===== src/hw/rtl/a1_cell_reference_parser_macros.svh =====
// assertion macros for the a1 cell reference parser
`ifndef A1_CELL_REFERENCE_PARSER_MACROS_SVH
`define A1_CELL_REFERENCE_PARSER_MACROS_SVH
`ifndef SYNTHESIS
`define A1CRP_ASSERT_NEVER(lbl, expr) \
    lbl: assert property (@(posedge clk) disable iff (!rst_n) !(expr)) \
        else $error("a1crp check failed");
`define A1CRP_ASSERT_IMPLY(lbl, ante, cons) \
    lbl: assert property (@(posedge clk) disable iff (!rst_n) (ante) |-> (cons)) \
        else $error("a1crp check failed");
`else
`define A1CRP_ASSERT_NEVER(lbl, expr)
`define A1CRP_ASSERT_IMPLY(lbl, ante, cons)
`endif
`endif


===== src/hw/rtl/a1crp_pkg.sv =====
// shared types and constants for the a1 cell reference parser
package a1crp_pkg;

    localparam int ROW_W        = 20;
    localparam int COL_W        = 14;
    localparam int NAME_W       = 9;
    localparam int COLACC_W     = 15;
    localparam int ROWACC_W     = 21;
    localparam int LCNT_W       = 3;
    localparam int DCNT_W       = 4;
    localparam int MAX_ROWS_DEF = 1048576;
    localparam int MAX_COLS_DEF = 16384;
    localparam int NAME_CAP_DEF = 256;
    localparam int MAX_LETTERS  = 3;
    localparam int MAX_DIGITS   = 7;
    localparam int COL_RADIX    = 26;
    localparam int ROW_RADIX    = 10;
    localparam int QUEUE_DEPTH  = 2;

    localparam logic [7:0] CH_DOLLAR = 8'h24;
    localparam logic [7:0] CH_COLON  = 8'h3A;
    localparam logic [7:0] CH_QUOTE  = 8'h27;
    localparam logic [7:0] CH_BANG   = 8'h21;
    localparam logic [7:0] CH_UNDER  = 8'h5F;

    typedef struct packed {
        logic [7:0] text_char;
        logic       last_char;
    } in_word_t;

    typedef struct packed {
        logic              ref_valid;
        logic              range_shape;
        logic              whole_column;
        logic              whole_row;
        logic              has_sheet;
        logic              sheet_quoted;
        logic [NAME_W-1:0] sheet_name_length;
        logic [ROW_W-1:0]  first_row;
        logic [COL_W-1:0]  first_col;
        logic [ROW_W-1:0]  second_row;
        logic [COL_W-1:0]  second_col;
    } out_word_t;

    typedef struct packed {
        logic       last;
        logic       is_alpha;
        logic       is_num;
        logic       is_dollar;
        logic       is_colon;
        logic       is_quote;
        logic       is_bang;
        logic       is_under;
        logic [4:0] letter_val;
        logic [3:0] digit_val;
    } cls_t;

    typedef enum logic [17:0] {
        PH_BEGIN    = 18'h00001,
        PH_START    = 18'h00002,
        PH_LEAD_D   = 18'h00004,
        PH_COL1     = 18'h00008,
        PH_COL1_D   = 18'h00010,
        PH_ROW1     = 18'h00020,
        PH_FROW1    = 18'h00040,
        PH_CCOLON   = 18'h00080,
        PH_CCOLON_D = 18'h00100,
        PH_COL2C    = 18'h00200,
        PH_RCOLON   = 18'h00400,
        PH_RCOLON_D = 18'h00800,
        PH_ROW2R    = 18'h01000,
        PH_ECOLON   = 18'h02000,
        PH_ECOLON_D = 18'h04000,
        PH_COL2E    = 18'h08000,
        PH_COL2E_D  = 18'h10000,
        PH_ROW2E    = 18'h20000
    } phase_t;

    typedef enum logic [2:0] {
        Q_NONE = 3'b001,
        Q_IN   = 3'b010,
        Q_END  = 3'b100
    } qphase_t;

endpackage


===== src/hw/rtl/a1crp_front.sv =====
// front end: classifies each incoming character word
module a1crp_front (
    input  a1crp_pkg::in_word_t text,
    output a1crp_pkg::cls_t     cls
);

    logic [7:0] ch;
    logic [7:0] upper;

    assign ch    = text.text_char;
    assign upper = (ch >= 8'h61) ? (ch - 8'd32) : ch;

    always_comb
    begin
        cls.last       = text.last_char;
        cls.is_alpha   = (ch inside {[8'h41:8'h5A], [8'h61:8'h7A]});
        cls.is_num     = (ch inside {[8'h30:8'h39]});
        cls.is_dollar  = (ch == a1crp_pkg::CH_DOLLAR);
        cls.is_colon   = (ch == a1crp_pkg::CH_COLON);
        cls.is_quote   = (ch == a1crp_pkg::CH_QUOTE);
        cls.is_bang    = (ch == a1crp_pkg::CH_BANG);
        cls.is_under   = (ch == a1crp_pkg::CH_UNDER);
        cls.letter_val = 5'(upper - 8'h40);
        cls.digit_val  = 4'(ch - 8'h30);
    end

endmodule


===== src/hw/rtl/a1crp_queue.sv =====
// short queue between the classifier and the parser
module a1crp_queue (
    input  logic            clk,
    input  logic            rst_n,
    input  logic            push_valid,
    output logic            push_ready,
    input  a1crp_pkg::cls_t push_word,
    output logic            pop_valid,
    input  logic            pop_ready,
    output a1crp_pkg::cls_t pop_word
);

    localparam int PTR_W = $clog2(a1crp_pkg::QUEUE_DEPTH);
    localparam int CNT_W = $clog2(a1crp_pkg::QUEUE_DEPTH + 1);

    a1crp_pkg::cls_t    mem_reg [a1crp_pkg::QUEUE_DEPTH];
    logic [PTR_W-1:0]   wr_ptr_reg, wr_ptr_next;
    logic [PTR_W-1:0]   rd_ptr_reg, rd_ptr_next;
    logic [CNT_W-1:0]   count_reg, count_next;
    logic               do_push, do_pop;

    assign push_ready = (count_reg != CNT_W'(a1crp_pkg::QUEUE_DEPTH));
    assign pop_valid  = (count_reg != '0);
    assign pop_word   = mem_reg[rd_ptr_reg];
    assign do_push    = push_valid && push_ready;
    assign do_pop     = pop_valid && pop_ready;

    always_comb
    begin
        wr_ptr_next = wr_ptr_reg;
        rd_ptr_next = rd_ptr_reg;
        count_next  = count_reg;
        if (do_push)
        begin
            wr_ptr_next = (wr_ptr_reg == PTR_W'(a1crp_pkg::QUEUE_DEPTH - 1)) ? '0
                                                                            : wr_ptr_reg + 1'b1;
        end
        if (do_pop)
        begin
            rd_ptr_next = (rd_ptr_reg == PTR_W'(a1crp_pkg::QUEUE_DEPTH - 1)) ? '0
                                                                            : rd_ptr_reg + 1'b1;
        end
        if (do_push && !do_pop)
        begin
            count_next = count_reg + 1'b1;
        end
        else if (!do_push && do_pop)
        begin
            count_next = count_reg - 1'b1;
        end
    end

    always_ff @(posedge clk)
    begin
        if (do_push)
        begin
            mem_reg[wr_ptr_reg] <= push_word;
        end
    end

    always_ff @(posedge clk or negedge rst_n)
    begin
        if (!rst_n)
        begin
            wr_ptr_reg <= '0;
            rd_ptr_reg <= '0;
            count_reg  <= '0;
        end
        else
        begin
            wr_ptr_reg <= wr_ptr_next;
            rd_ptr_reg <= rd_ptr_next;
            count_reg  <= count_next;
        end
    end

endmodule


===== src/hw/rtl/a1crp_back.sv =====
// back end: reference parse state machine and result register
module a1crp_back #(
    parameter int MAX_ROWS = a1crp_pkg::MAX_ROWS_DEF,
    parameter int MAX_COLS = a1crp_pkg::MAX_COLS_DEF,
    parameter int NAME_CAP = a1crp_pkg::NAME_CAP_DEF
) (
    input  logic                 clk,
    input  logic                 rst_n,
    input  logic                 q_valid,
    output logic                 q_ready,
    input  a1crp_pkg::cls_t      q_word,
    output logic                 result_valid,
    input  logic                 result_ready,
    output a1crp_pkg::out_word_t result
);

    localparam int ROW_W    = a1crp_pkg::ROW_W;
    localparam int COL_W    = a1crp_pkg::COL_W;
    localparam int NAME_W   = a1crp_pkg::NAME_W;
    localparam int CACC_W   = a1crp_pkg::COLACC_W;
    localparam int RACC_W   = a1crp_pkg::ROWACC_W;
    localparam int LCNT_W   = a1crp_pkg::LCNT_W;
    localparam int DCNT_W   = a1crp_pkg::DCNT_W;
    localparam int CWIDE_W  = CACC_W + 5;
    localparam int RWIDE_W  = RACC_W + 4;

    a1crp_pkg::phase_t  ph_reg, ph_next;
    a1crp_pkg::qphase_t qp_reg, qp_next;
    logic               bare_reg, bare_next;
    logic [NAME_W-1:0]  name_reg, name_next;
    logic [LCNT_W-1:0]  lcnt_reg, lcnt_next;
    logic [DCNT_W-1:0]  dcnt_reg, dcnt_next;
    logic [CACC_W-1:0]  col_reg, col_next;
    logic [RACC_W-1:0]  row_reg, row_next;
    logic [ROW_W-1:0]   frow_reg, frow_next;
    logic [COL_W-1:0]   fcol_reg, fcol_next;
    logic               err_reg, err_next;
    logic               sheet_reg, sheet_next;
    logic               quoted_reg, quoted_next;
    logic                 out_valid_reg;
    a1crp_pkg::out_word_t out_reg, out_next;

    a1crp_pkg::cls_t    c;
    a1crp_pkg::phase_t  p;
    logic               take;
    logic               skip, restart, do_name, do_letter, do_digit, do_clear;
    logic [LCNT_W-1:0]  lcnt1;
    logic [DCNT_W-1:0]  dcnt1;
    logic [CWIDE_W-1:0] cwide;
    logic [RWIDE_W-1:0] rwide;
    logic               lbad, dbad;
    logic [ROW_W-1:0]   row_m1;
    logic [COL_W-1:0]   col_m1;

    assign c       = q_word;
    assign q_ready = !c.last || !out_valid_reg || result_ready;
    assign take    = q_valid && q_ready;

    assign lcnt1 = lcnt_reg + 1'b1;
    assign dcnt1 = dcnt_reg + 1'b1;
    assign cwide = CWIDE_W'(col_reg) * CWIDE_W'(a1crp_pkg::COL_RADIX) + CWIDE_W'(c.letter_val);
    assign rwide = RWIDE_W'(row_reg) * RWIDE_W'(a1crp_pkg::ROW_RADIX) + RWIDE_W'(c.digit_val);
    assign lbad  = (lcnt1 > LCNT_W'(a1crp_pkg::MAX_LETTERS)) || (cwide > CWIDE_W'(MAX_COLS));
    assign dbad  = (dcnt1 > DCNT_W'(a1crp_pkg::MAX_DIGITS)) || (rwide > RWIDE_W'(MAX_ROWS));

    // character step
    always_comb
    begin
        ph_next     = ph_reg;
        qp_next     = qp_reg;
        bare_next   = bare_reg;
        name_next   = name_reg;
        lcnt_next   = lcnt_reg;
        dcnt_next   = dcnt_reg;
        col_next    = col_reg;
        row_next    = row_reg;
        frow_next   = frow_reg;
        fcol_next   = fcol_reg;
        err_next    = err_reg;
        sheet_next  = sheet_reg;
        quoted_next = quoted_reg;
        skip        = 1'b0;
        restart     = 1'b0;
        do_name     = 1'b0;
        do_letter   = 1'b0;
        do_digit    = 1'b0;
        do_clear    = 1'b0;
        p           = ph_reg;

        if (ph_reg == a1crp_pkg::PH_BEGIN)
        begin
            ph_next = a1crp_pkg::PH_START;
            if (c.is_quote)
            begin
                bare_next   = 1'b0;
                qp_next     = a1crp_pkg::Q_IN;
                sheet_next  = 1'b1;
                quoted_next = 1'b1;
                skip        = 1'b1;
            end
        end

        if (!skip)
        begin
            if (qp_reg == a1crp_pkg::Q_IN)
            begin
                skip = 1'b1;
                if (c.is_quote)
                begin
                    qp_next = a1crp_pkg::Q_END;
                end
                else
                begin
                    do_name = 1'b1;
                end
            end
            else if (qp_reg == a1crp_pkg::Q_END)
            begin
                skip = 1'b1;
                if (c.is_quote)
                begin
                    do_name = 1'b1;
                    qp_next = a1crp_pkg::Q_IN;
                end
                else
                begin
                    qp_next = a1crp_pkg::Q_NONE;
                    if (!c.is_bang)
                    begin
                        err_next = 1'b1;
                    end
                end
            end
            else if (bare_reg)
            begin
                if (c.is_alpha || c.is_num || c.is_under)
                begin
                    do_name = 1'b1;
                end
                else if (c.is_bang && name_reg != '0)
                begin
                    sheet_next = 1'b1;
                    bare_next  = 1'b0;
                    restart    = 1'b1;
                    skip       = 1'b1;
                end
                else
                begin
                    bare_next = 1'b0;
                    name_next = '0;
                end
            end
        end

        if (do_name && (32'(name_reg) < NAME_CAP))
        begin
            name_next = name_reg + 1'b1;
        end

        if (!skip && !err_reg)
        begin
            p = ph_next;
            case (p)
                a1crp_pkg::PH_START, a1crp_pkg::PH_LEAD_D:
                begin
                    if (c.is_dollar && p == a1crp_pkg::PH_START)
                    begin
                        ph_next = a1crp_pkg::PH_LEAD_D;
                    end
                    else if (c.is_alpha)
                    begin
                        do_letter = 1'b1;
                        ph_next   = a1crp_pkg::PH_COL1;
                    end
                    else if (c.is_num)
                    begin
                        do_digit = 1'b1;
                        ph_next  = a1crp_pkg::PH_FROW1;
                    end
                    else
                    begin
                        err_next = 1'b1;
                    end
                end
                a1crp_pkg::PH_COL1:
                begin
                    if (c.is_alpha)
                    begin
                        do_letter = 1'b1;
                    end
                    else if (c.is_colon)
                    begin
                        fcol_next = COL_W'(col_reg - 1'b1);
                        do_clear  = 1'b1;
                        ph_next   = a1crp_pkg::PH_CCOLON;
                    end
                    else if (c.is_dollar)
                    begin
                        ph_next = a1crp_pkg::PH_COL1_D;
                    end
                    else if (c.is_num)
                    begin
                        do_digit = 1'b1;
                        ph_next  = a1crp_pkg::PH_ROW1;
                    end
                    else
                    begin
                        err_next = 1'b1;
                    end
                end
                a1crp_pkg::PH_COL1_D, a1crp_pkg::PH_COL2E_D:
                begin
                    if (c.is_num)
                    begin
                        do_digit = 1'b1;
                        ph_next  = (p == a1crp_pkg::PH_COL1_D) ? a1crp_pkg::PH_ROW1
                                                               : a1crp_pkg::PH_ROW2E;
                    end
                    else
                    begin
                        err_next = 1'b1;
                    end
                end
                a1crp_pkg::PH_ROW1:
                begin
                    if (c.is_num)
                    begin
                        do_digit = 1'b1;
                    end
                    else if (c.is_colon && row_reg != '0)
                    begin
                        frow_next = ROW_W'(row_reg - 1'b1);
                        fcol_next = COL_W'(col_reg - 1'b1);
                        do_clear  = 1'b1;
                        ph_next   = a1crp_pkg::PH_ECOLON;
                    end
                    else
                    begin
                        err_next = 1'b1;
                    end
                end
                a1crp_pkg::PH_FROW1:
                begin
                    if (c.is_num)
                    begin
                        do_digit = 1'b1;
                    end
                    else if (c.is_colon && row_reg != '0)
                    begin
                        frow_next = ROW_W'(row_reg - 1'b1);
                        do_clear  = 1'b1;
                        ph_next   = a1crp_pkg::PH_RCOLON;
                    end
                    else
                    begin
                        err_next = 1'b1;
                    end
                end
                a1crp_pkg::PH_CCOLON, a1crp_pkg::PH_ECOLON:
                begin
                    if (c.is_dollar)
                    begin
                        ph_next = (p == a1crp_pkg::PH_CCOLON) ? a1crp_pkg::PH_CCOLON_D
                                                              : a1crp_pkg::PH_ECOLON_D;
                    end
                    else if (c.is_alpha)
                    begin
                        do_letter = 1'b1;
                        ph_next   = (p == a1crp_pkg::PH_CCOLON) ? a1crp_pkg::PH_COL2C
                                                                : a1crp_pkg::PH_COL2E;
                    end
                    else
                    begin
                        err_next = 1'b1;
                    end
                end
                a1crp_pkg::PH_CCOLON_D, a1crp_pkg::PH_ECOLON_D:
                begin
                    if (c.is_alpha)
                    begin
                        do_letter = 1'b1;
                        ph_next   = (p == a1crp_pkg::PH_CCOLON_D) ? a1crp_pkg::PH_COL2C
                                                                  : a1crp_pkg::PH_COL2E;
                    end
                    else
                    begin
                        err_next = 1'b1;
                    end
                end
                a1crp_pkg::PH_RCOLON, a1crp_pkg::PH_RCOLON_D:
                begin
                    if (c.is_dollar && p == a1crp_pkg::PH_RCOLON)
                    begin
                        ph_next = a1crp_pkg::PH_RCOLON_D;
                    end
                    else if (c.is_num)
                    begin
                        do_digit = 1'b1;
                        ph_next  = a1crp_pkg::PH_ROW2R;
                    end
                    else
                    begin
                        err_next = 1'b1;
                    end
                end
                a1crp_pkg::PH_COL2C:
                begin
                    if (c.is_alpha)
                    begin
                        do_letter = 1'b1;
                    end
                    else
                    begin
                        err_next = 1'b1;
                    end
                end
                a1crp_pkg::PH_ROW2R, a1crp_pkg::PH_ROW2E:
                begin
                    if (c.is_num)
                    begin
                        do_digit = 1'b1;
                    end
                    else
                    begin
                        err_next = 1'b1;
                    end
                end
                a1crp_pkg::PH_COL2E:
                begin
                    if (c.is_alpha)
                    begin
                        do_letter = 1'b1;
                    end
                    else if (c.is_dollar)
                    begin
                        ph_next = a1crp_pkg::PH_COL2E_D;
                    end
                    else if (c.is_num)
                    begin
                        do_digit = 1'b1;
                        ph_next  = a1crp_pkg::PH_ROW2E;
                    end
                    else
                    begin
                        err_next = 1'b1;
                    end
                end
                default:
                begin
                    err_next = 1'b1;
                end
            endcase
        end

        if (do_letter)
        begin
            lcnt_next = lcnt1;
            if (lbad)
            begin
                err_next = 1'b1;
            end
            else
            begin
                col_next = CACC_W'(cwide);
            end
        end
        if (do_digit)
        begin
            dcnt_next = dcnt1;
            if (dbad)
            begin
                err_next = 1'b1;
            end
            else
            begin
                row_next = RACC_W'(rwide);
            end
        end
        if (do_clear || restart)
        begin
            lcnt_next = '0;
            dcnt_next = '0;
            col_next  = '0;
            row_next  = '0;
        end
        if (restart)
        begin
            ph_next   = a1crp_pkg::PH_START;
            frow_next = '0;
            fcol_next = '0;
            err_next  = 1'b0;
        end
    end

    assign row_m1 = ROW_W'(row_next - 1'b1);
    assign col_m1 = COL_W'(col_next - 1'b1);

    // end of string result
    always_comb
    begin
        out_next = '0;
        if (!err_next && qp_next == a1crp_pkg::Q_NONE)
        begin
            if (ph_next == a1crp_pkg::PH_ROW1 && row_next != '0)
            begin
                out_next.ref_valid = 1'b1;
                out_next.first_row = row_m1;
                out_next.first_col = col_m1;
            end
            else if (ph_next == a1crp_pkg::PH_COL2C)
            begin
                out_next.ref_valid    = 1'b1;
                out_next.range_shape  = 1'b1;
                out_next.whole_column = 1'b1;
                out_next.first_col    = (fcol_next < col_m1) ? fcol_next : col_m1;
                out_next.second_col   = (fcol_next < col_m1) ? col_m1 : fcol_next;
                out_next.second_row   = ROW_W'(MAX_ROWS - 1);
            end
            else if (ph_next == a1crp_pkg::PH_ROW2R && row_next != '0)
            begin
                out_next.ref_valid   = 1'b1;
                out_next.range_shape = 1'b1;
                out_next.whole_row   = 1'b1;
                out_next.first_row   = (frow_next < row_m1) ? frow_next : row_m1;
                out_next.second_row  = (frow_next < row_m1) ? row_m1 : frow_next;
                out_next.second_col  = COL_W'(MAX_COLS - 1);
            end
            else if (ph_next == a1crp_pkg::PH_ROW2E && row_next != '0)
            begin
                out_next.ref_valid   = 1'b1;
                out_next.range_shape = 1'b1;
                out_next.first_row   = frow_next;
                out_next.first_col   = fcol_next;
                out_next.second_row  = row_m1;
                out_next.second_col  = col_m1;
            end
        end
        if (out_next.ref_valid)
        begin
            out_next.has_sheet         = sheet_next;
            out_next.sheet_quoted      = sheet_next && quoted_next;
            out_next.sheet_name_length = sheet_next ? name_next : '0;
        end
    end

    always_ff @(posedge clk or negedge rst_n)
    begin
        if (!rst_n)
        begin
            ph_reg     <= a1crp_pkg::PH_BEGIN;
            qp_reg     <= a1crp_pkg::Q_NONE;
            bare_reg   <= 1'b1;
            name_reg   <= '0;
            lcnt_reg   <= '0;
            dcnt_reg   <= '0;
            col_reg    <= '0;
            row_reg    <= '0;
            frow_reg   <= '0;
            fcol_reg   <= '0;
            err_reg    <= 1'b0;
            sheet_reg  <= 1'b0;
            quoted_reg <= 1'b0;
        end
        else if (take)
        begin
            if (c.last)
            begin
                ph_reg     <= a1crp_pkg::PH_BEGIN;
                qp_reg     <= a1crp_pkg::Q_NONE;
                bare_reg   <= 1'b1;
                name_reg   <= '0;
                lcnt_reg   <= '0;
                dcnt_reg   <= '0;
                col_reg    <= '0;
                row_reg    <= '0;
                frow_reg   <= '0;
                fcol_reg   <= '0;
                err_reg    <= 1'b0;
                sheet_reg  <= 1'b0;
                quoted_reg <= 1'b0;
            end
            else
            begin
                ph_reg     <= ph_next;
                qp_reg     <= qp_next;
                bare_reg   <= bare_next;
                name_reg   <= name_next;
                lcnt_reg   <= lcnt_next;
                dcnt_reg   <= dcnt_next;
                col_reg    <= col_next;
                row_reg    <= row_next;
                frow_reg   <= frow_next;
                fcol_reg   <= fcol_next;
                err_reg    <= err_next;
                sheet_reg  <= sheet_next;
                quoted_reg <= quoted_next;
            end
        end
    end

    always_ff @(posedge clk or negedge rst_n)
    begin
        if (!rst_n)
        begin
            out_valid_reg <= 1'b0;
        end
        else if (take && c.last)
        begin
            out_valid_reg <= 1'b1;
        end
        else if (result_ready)
        begin
            out_valid_reg <= 1'b0;
        end
    end

    always_ff @(posedge clk)
    begin
        if (take && c.last)
        begin
            out_reg <= out_next;
        end
    end

    assign result_valid = out_valid_reg;
    assign result       = out_reg;

endmodule


===== src/hw/rtl/a1_cell_reference_parser.sv =====
// top level of the a1 cell reference parser
// usage:
//   text channel: one character word per cycle while text_ready is high (text_valid/text_ready),
//   last_char set on the final character of a reference string
//   result channel: one result word per string (result_valid/result_ready),
//   presented the cycle after the parser takes the last character
// path: the last character is registered in the queue and popped by the parser,
//   behind any words queued ahead of it, before result_valid is registered
// throughput: 1 character per cycle while text_ready is high, set by the
//   combinational parse step (multiply-by-26 or multiply-by-10 accumulate plus phase update)
// reset: parser returns to string start, queue and result register empty
// receiver stall: a pending result holds; the parser keeps taking characters
//   until it reaches the next last character, then the 2-word queue fills
//   and text_ready drops until the result is taken
// invalid strings yield ref_valid = 0 with every other field zero
module a1_cell_reference_parser #(
    parameter int MAX_ROWS = a1crp_pkg::MAX_ROWS_DEF,
    parameter int MAX_COLS = a1crp_pkg::MAX_COLS_DEF,
    parameter int NAME_CAP = a1crp_pkg::NAME_CAP_DEF
) (
    input  logic                 clk,
    input  logic                 rst_n,
    input  logic                 text_valid,
    output logic                 text_ready,
    input  a1crp_pkg::in_word_t  text,
    output logic                 result_valid,
    input  logic                 result_ready,
    output a1crp_pkg::out_word_t result
);

    `include "a1_cell_reference_parser_macros.svh"

    a1crp_pkg::cls_t cls;
    a1crp_pkg::cls_t q_word;
    logic            q_valid;
    logic            q_ready;
    logic            span_out;

    a1crp_front u_front (
        .text (text),
        .cls  (cls)
    );

    a1crp_queue u_queue (
        .clk        (clk),
        .rst_n      (rst_n),
        .push_valid (text_valid),
        .push_ready (text_ready),
        .push_word  (cls),
        .pop_valid  (q_valid),
        .pop_ready  (q_ready),
        .pop_word   (q_word)
    );

    a1crp_back #(
        .MAX_ROWS (MAX_ROWS),
        .MAX_COLS (MAX_COLS),
        .NAME_CAP (NAME_CAP)
    ) u_back (
        .clk          (clk),
        .rst_n        (rst_n),
        .q_valid      (q_valid),
        .q_ready      (q_ready),
        .q_word       (q_word),
        .result_valid (result_valid),
        .result_ready (result_ready),
        .result       (result)
    );

    assign span_out = result.whole_column || result.whole_row;

    `A1CRP_ASSERT_IMPLY(a_invalid_zero, result_valid && !result.ref_valid, result == '0)
    `A1CRP_ASSERT_IMPLY(a_span_is_range, result_valid && span_out, result.range_shape)
    `A1CRP_ASSERT_NEVER(a_span_exclusive, result_valid && result.whole_column && result.whole_row)
    `A1CRP_ASSERT_IMPLY(a_quoted_has_sheet, result_valid && result.sheet_quoted, result.has_sheet)

endmodule

===== config.mk =====
export PLATFORM = sky130hd
export DESIGN_NAME = a1_cell_reference_parser
export DESIGN_NICKNAME = d
export VERILOG_FILES = /design/src/hw/rtl/a1crp_pkg.sv /design/src/hw/rtl/a1crp_front.sv /design/src/hw/rtl/a1crp_queue.sv /design/src/hw/rtl/a1crp_back.sv /design/src/hw/rtl/a1_cell_reference_parser.sv
export VERILOG_INCLUDE_DIRS = /design/src /design/src/hw/rtl
export SDC_FILE = /design/constraint.sdc
export NUM_CORES = 1
export LEC_CHECK = 0
export BUFFER_PORTS_ARGS = -buffer_cell sky130_fd_sc_hd__buf_2
export CAP_MARGIN = 10
export CORE_MARGIN = 2
export CORE_UTILIZATION = 40
export CTS_CLUSTER_SIZE = 20
export DETAILED_ROUTE_END_ITERATION = 6
export GPL_TIMING_DRIVEN = 0
export HOLD_SLACK_MARGIN = 0.03
export PLACE_DENSITY_LB_ADDON = 0.25
export SLEW_MARGIN = 20
export SYNTH_ARGS = -nofsm -noshare
export SYNTH_HDL_FRONTEND = slang
export SYNTH_HIERARCHICAL = 1
export SYNTH_SLANG_ARGS = --single-unit

===== constraint.sdc =====
create_clock -name clk -period 11.77 [get_ports clk]
set_input_delay 1.177 -clock clk [delete_from_list [all_inputs] [get_ports clk]]
set_output_delay 1.177 -clock clk [all_outputs]
set_load 0.02 [all_outputs]

Word-level counts from Yosys, hierarchy flattened
Memories as Yosys holds them, arrays and structs flattened.
Index checks and enable logic that the tools add are counted.
{ "word_totals": {"register_bits": 199, "latch_bits": 0, "ramBits": 34, "romBits": 0, "input_bits": 13, "out_inout_bits": 85, "wordCells": 334, "mem_count": 1} }
{ "memory_table": {"columns": ["name", "depth", "word_bits", "read_ports", "rd_clocked_by_memory_dff", "wr", "line_no", "source"], "rows": [
  ["u_queue.mem_reg", 2, 17, 1, 0, 1, "a1crp_queue.sv:16", "a1crp_pkg::cls_t mem_reg [a1crp_pkg::QUEUE_DEPTH];"]
]} }
{ "op_classes": {"n_addsub": 16, "mul": 2, "n_div": 0, "n_lt_le_gt_ge": 13, "n_eq_ne": 31, "shift": 0, "muxes": 185, "n_bitwise": 1, "reduce_logical": 57} }
{ "ops": {"columns": ["cell", "n"], "rows": [
  ["18-bit 2-to-1 mux", 25],
  ["20-bit 2-to-1 mux", 10],
  ["18-bit one-hot mux with 9 select lines", 1],
  ["14-bit 2-to-1 mux", 10],
  ["1-bit 2-to-1 mux", 89],
  ["21-bit 2-to-1 mux", 4],
  ["15-bit 2-to-1 mux", 5],
  ["9-bit 2-to-1 mux", 8],
  ["34-bit 2-to-1 mux", 2],
  ["68-bit 2-to-1 mux", 1],
  ["48-bit 2-to-1 mux", 1],
  ["21-bit nonzero test", 2],
  ["20-bit by 1-bit subtractor with 20-bit output, second input constant", 2],
  ["18-bit by 10-bit == test with 1-bit output, second input constant", 2],
  ["18-bit by 13-bit == test with 1-bit output, second input constant", 2],
  ["18-bit == test, second input constant", 2],
  ["18-bit by 6-bit == test with 1-bit output, second input constant", 2],
  ["3-bit 2-to-1 mux", 11],
  ["8-bit by 6-bit == test with 1-bit output, second input constant", 4],
  ["16-bit 2-to-1 mux", 2],
  ["14-bit one-hot mux with 2 select lines", 1],
  ["14-bit by 1-bit subtractor with 14-bit output, second input constant", 2],
  ["25-bit by 4-bit adder with 25-bit output", 1],
  ["25-bit by 21-bit > comparator with 1-bit output, second input constant", 1],
  ["other kinds (60)", 115]
]} }

Longest topological paths before layout
{ "depth": {"depth_word": 21, "depth_mapped": 39, "ltp_nobuf": 36} }

By module
Netlist, hierarchy kept.
{ "modules_own_cells": {"columns": ["mod", "n_inst", "cells_each", "area_per_inst_um2", "seq_area_each_um2"], "rows": [
  ["a1crp_back", 1, 2115, 17825.8, 5298.8],
  ["a1crp_queue", 1, 71, 1473.9, 1121.1],
  ["a1crp_front", 1, 30, 219.0, 0.0]
]} }

Worst setup path after synthesis
OpenSTA, ideal clock, no wires.
{ "synth_timing": {"kind": "reg2reg", "startpoint": "register u_back.col_reg[1]", "endpoint": "register u_back.out_reg, in the netlist u_back/result[38] (data pin)", "setup_ps": 269, "t_arrival_ps": 7942, "t_required_ps": 11501, "setup_slack_ps": 3559, "path_stages_with_launch": 38, "path_buffers": 4, "synth_period_minus_slack_ps": 8211, "cell_sequence": "dfrtp_1 -> inv_1 -> ha_1 -> inv_1 -> fa_1 -> fa_1 -> nand2b_1 -> a2111oi_0 -> a211oi_1 -> nor4_1 -> nand4_1 -> nor4b_1 -> o21ai_0 -> a211o_1 -> or2_0 -> clkbuf_1 -> clkbuf_1 -> clkbuf_1 -> (+2 left out) -> ha_1 -> inv_1 -> a211oi_1 -> o21ai_0 -> xor2_1 -> ha_1 -> nor2b_1 -> o21ai_0 -> nand2b_1 -> a21oi_1 -> nor2b_1 -> o21ai_0 -> nand2b_1 -> a221o_1 -> nor2b_1 -> o21bai_1 -> buf_2 -> o22ai_1"} }
{ "synth_between": {"elab_chain_cells": 12, "word_cells_on_any_way": 29, "classes_between": "3 x add/sub; 1 x mul; 2 x order compare; 20 x mux; 3 x reduce/logical"} }
{ "synth_lines": {"columns": ["item", "line_no", "source"], "rows": [
  ["start: declaration", "a1crp_back.sv:33", "logic [CACC_W-1:0] col_reg, col_next;"],
  ["start signal: assignment", "a1crp_back.sv:490", "col_reg <= col_next;"],
  ["15-bit by 4-bit multiplier with 19-bit output", "a1crp_back.sv:61", "assign cwide = CWIDE_W'(col_reg) * CWIDE_W'(a1crp_pkg::COL_RADIX) + CWIDE_W'(c.letter_val);"],
  ["20-bit by 5-bit adder with 20-bit output", "a1crp_back.sv:61", null],
  ["20-bit by 15-bit > comparator with 1-bit output", "a1crp_back.sv:63", "assign lbad = (lcnt1 > LCNT_W'(a1crp_pkg::MAX_LETTERS)) || (cwide > CWIDE_W'(MAX_COLS));"],
  ["1-bit logical OR", "a1crp_back.sv:63", null],
  ["15-bit 2-to-1 mux", "a1crp_back.sv:358", "if (lbad)"],
  ["15-bit 2-to-1 mux", "a1crp_back.sv:355", "if (do_letter)"],
  ["15-bit 2-to-1 mux", "a1crp_back.sv:379", "if (do_clear || restart)"],
  ["14-bit by 1-bit subtractor with 14-bit output", "a1crp_back.sv:396", "assign col_m1 = COL_W'(col_next - 1'b1);"],
  ["14-bit less-than comparator", "a1crp_back.sv:415", "out_next.first_col = (fcol_next < col_m1) ? fcol_next : col_m1;"],
  ["14-bit 2-to-1 mux", "a1crp_back.sv:415", null],
  ["48-bit 2-to-1 mux", "a1crp_back.sv:410", "else if (ph_next == a1crp_pkg::PH_COL2C)"],
  ["34-bit 2-to-1 mux", "a1crp_back.sv:404", "if (ph_next == a1crp_pkg::PH_ROW1 && row_next != '0)"],
  ["end signal: assignment", "a1crp_back.sv:521", "out_reg <= out_next;"],
  ["end: declaration", "a1crp_back.sv:41", "a1crp_pkg::out_word_t out_reg, out_next;"]
]} }
Several ways; a longest one is shown, not always the timed one.
A chain may end at the register's enable or synchronous reset.

Final worst setup path
{ "layout_timing": {"startpoint": "register u_back.col_reg[1]", "endpoint": "register u_back.out_reg, in the netlist u_back/result[42] (data pin)"} }
Same word-level chain as after synthesis.

==> impl_metrics.json <==
{
  "status": "finished clean",
  "path_max_fanout": 10,
  "antenna_found_initial": 1,
  "htree_levels": 1,
  "netlist.area_leader.share_pct": 18.00,
  "combinationalPowerShare_pct": 64.6,
  "power.density_nw_per_um2": 268.9,
  "area_growth_pct": 11.59,
  "drv_cap": 0,
  "dpl_cell_area_sq_um": 20860,
  "p_switching_mw": 3.037,
  "detail-route-antenna-nets": 0,
  "portBuffers": 96,
  "syn_area_sq_um": 19520,
  "largest_register_ff_count": 83,
  "clkSinkCount": 233,
  "dp_slack_ps": 1193,
  "start_util_pct": 40.71,
  "die_x_um": 224.9,
  "synth_top_area_cell": "edfxtp_1",
  "rr_endpoint": "u_back/result[42]",
  "slew_headroom_pct": 21.21,
  "totalWireLength_mm": 64.69,
  "clk-insertion-delay-late_ps": 570,
  "vias": 17980,
  "syn_area_per_cell_sq_um": 8.808,
  "grt_pass1_wl_mm": 101.3,
  "syn_inst": 2216,
  "worstSetupPathType": "flop to flop",
  "hold_viol_final": 0,
  "wl_per_cell_um": 21.70,
  "swShare_pct": 51.84,
  "leakagePower_nw": 9.470,
  "fmax_mhz": 92.67,
  "grt_usage_pct": 25.47,
  "r2r_cells": 37,
  "floorplan.die_area_sq_um": 50580,
  "min_period_over_period_pct": 91.68,
  "overflow": 0,
  "die_y_um": 224.9,
  "viasPerCell": 6.030,
  "clockPowerShare_pct": 14.7,
  "synth_edf_count": 117,
  "grt_max_degree": 91,
  "fill_cells": 4696,
  "ctsResizeCount": 0,
  "worst_slack_ps": 979.1,
  "cp_data_arrival_time_ps": 11080,
  "ir_drop_v": 0.0001410,
  "fin_skew_ps": 15.92,
  "crit_start": "u_back/col_reg[1]",
  "grt_pass1_vias": 17480,
  "worstReg2RegStart": "u_back/col_reg[1]",
  "slowest_delay_ps": 800,
  "tns_ps": 0,
  "route.detailed.drc": 0,
  "synth-seq-cells": 233,
  "fin_crit_ps": 10790,
  "io-pin-count": 98,
  "drv_slew": 0,
  "tightest_slew_ps": 1166,
  "cts_buffers": 29,
  "root_buffer": "clkbuf_16",
  "final_layout_size_suffix_gt1_share_pct": 11.96,
  "yosys_most_used_dff": "edfxtp_1",
  "cts_tree": "built",
  "fp-row-count": 80,
  "diodes": 0,
  "clk_path_buf_depth": 3,
  "hold_buffers": 0,
  "final_cell_area_sq_um": 21780,
  "synth_area_leaders": "edfxtp_1, dfrtp_1, ha_1",
  "drtIter0Drc": 1530,
  "grt_setup_unrepaired": "false",
  "gp_congestion": 0.9462,
  "ys_types": 103,
  "hold_path.class": "input port to asynchronous set/reset pin",
  "yosysWarnings": 6,
  "synthArstFlopShare_pct": 49.79,
  "endpoint_kind": "flop",
  "core_sq_um": 47950,
  "final_net_count": 2508,
  "drtPass1Iterations": 6,
  "start_kind": "flop",
  "intPower_mw": 2.821,
  "finalSetupViolations": 0,
  "post-cts-setup-buffers": 0,
  "synth_nets": 2378,
  "cp-endpoint": "u_back/result[42]",
  "ys_seq_area_share_pct": 32.89,
  "r2r_slack_ps": 980,
  "p_seq_share_pct": 20.6,
  "clk_pin_slew_ps": 60,
  "dp_hpwl_mm": 51.04,
  "cp.required_ps": 12050,
  "slowest_stage": "a41oi_1"
}
==> metrics by stage <==
| stage | instances | utilization [%] | hold slack (ps) | power (mW) |
|---|---|---|---|---|
| 2_1_floorplan | 2216 | - | 444.7 | 3.752 |
| 3_3_place_gp | 2927 | 43.32 | 460.7 | 4.886 |
| 3_5_place_dp | 2930 | 43.50 | 472.0 | 4.931 |
| 4_1_cts | 2981 | 45.40 | 452.3 | 5.821 |
| 5_1_grt | 2981 | 45.43 | 461.4 | 6.269 |
| 6_report | 2981 | 45.43 | 462.0 | 5.858 |
==> cell usage after synthesis (15+ instances only) <==
master / count
inv_1: 125
a21o_1: 37
nand2b_1: 34
nor4_1: 21
a211oi_2: 15
o21ai_0: 142
buf_2: 16
a31oi_1: 30
mux2_2: 16
xnor2_1: 65
nand3_1: 63
dfrtp_1: 113
o21a_1: 16
a22o_1: 42
a211oi_1: 27
or3_1: 24
nand2_1: 236
o22ai_1: 27
xor2_1: 47
ha_1: 134
nor3_1: 44
mux2i_1: 45
and3_1: 26
fa_1: 15
nor2_1: 145
o221ai_1: 17
and2_1: 17
a21oi_1: 119
edfxtp_1: 117
nor2b_1: 15
o211ai_1: 26
nand4_1: 32
clkbuf_1: 82
==> kinds of logic after synthesis <==
group                    after synthesis  synth area share, %
AO/OA/AOI/OAI                        632                22.26
XOR/XNOR                             112                5.026
adder cells (fa/ha/maj)              149                10.13
buffers and inverters                246                5.340
flip-flops                           233                32.89
multiplexers                          70                3.923
AND/OR/NAND/NOR                      774                20.44
==> area by class of cell <==
cell class                 instances  area (sq um)  area share, %
buffer                           121         573.1          2.631
clock buffer                      32         747.0          3.429
clock inverter                    19         162.7         0.7468
inverter                         125         471.7          2.166
multi-input combinational       1737         12080          55.46
sequential                       233          6420          29.47
tap                              615         769.5          3.533
timing repair buffer              99         556.8          2.556
==> layer usage <==
layer  vias up  global-route usage, %  wire length (um)
li1       8487                      -                 -
met1      8790                  36.25             29760
met2       587                  40.88             29450
met3       111                  2.647              3725
met4         0                  7.541              1761
met5         -                      0                 0
==> placed cells by master, fill, tap and decap left out, drive strengths merged, types with 45 or more instances in the layout <==
cell and instances:
inv 126, edfxtp 117, buf 138, ha 134, nor2 158, nor3 47
o21ai 147, nand2 239, xnor2 65, mux2i 45, dfrtp 113, xor2 47
nand3 63, clkbuf 114, a21oi 122
==> worst min path at each step <==
stage / endpoint / cells past startpoint / start / slack (ps)
2_1_floorplan: u_back/fcol_reg[11] / 2 / u_back/fcol_reg[11] / 440
4_1_cts: u_queue/rd_ptr_reg / 1 / rst_n / 450
3_3_place_gp: u_back/fcol_reg[11] / 2 / u_back/fcol_reg[11] / 460
3_5_place_dp: u_back/fcol_reg[13] / 2 / u_back/fcol_reg[13] / 470
6_report: u_queue/count_reg[0] / 1 / rst_n / 460
5_1_grt: u_queue/rd_ptr_reg / 1 / rst_n / 460
==> critical path, delay by kind of cell (launching register included) <==
kind,cells,cell delay (ps)
xor gates and xnor gates,1,320
AOI/OAI and AO/OA,13,3480
buffers and inverters,7,1830
and+or+nand+nor,11,2420
DFF,1,530
adders and majority gates,5,1900
==> power by group through the flow <==
stage / Clock (mW) / Sequential [mW] / Combinational, mW
floorplan: 0 / 1.35 / 2.41
global placement: 0 / 1.24 / 3.65
detailed placement: 0 / 1.23 / 3.71
CTS: 0.882 / 1.21 / 3.73
global route: 0.911 / 1.23 / 4.13
finish: 0.861 / 1.21 / 3.79
No activity file was read; power rests on OpenSTA's default activity.
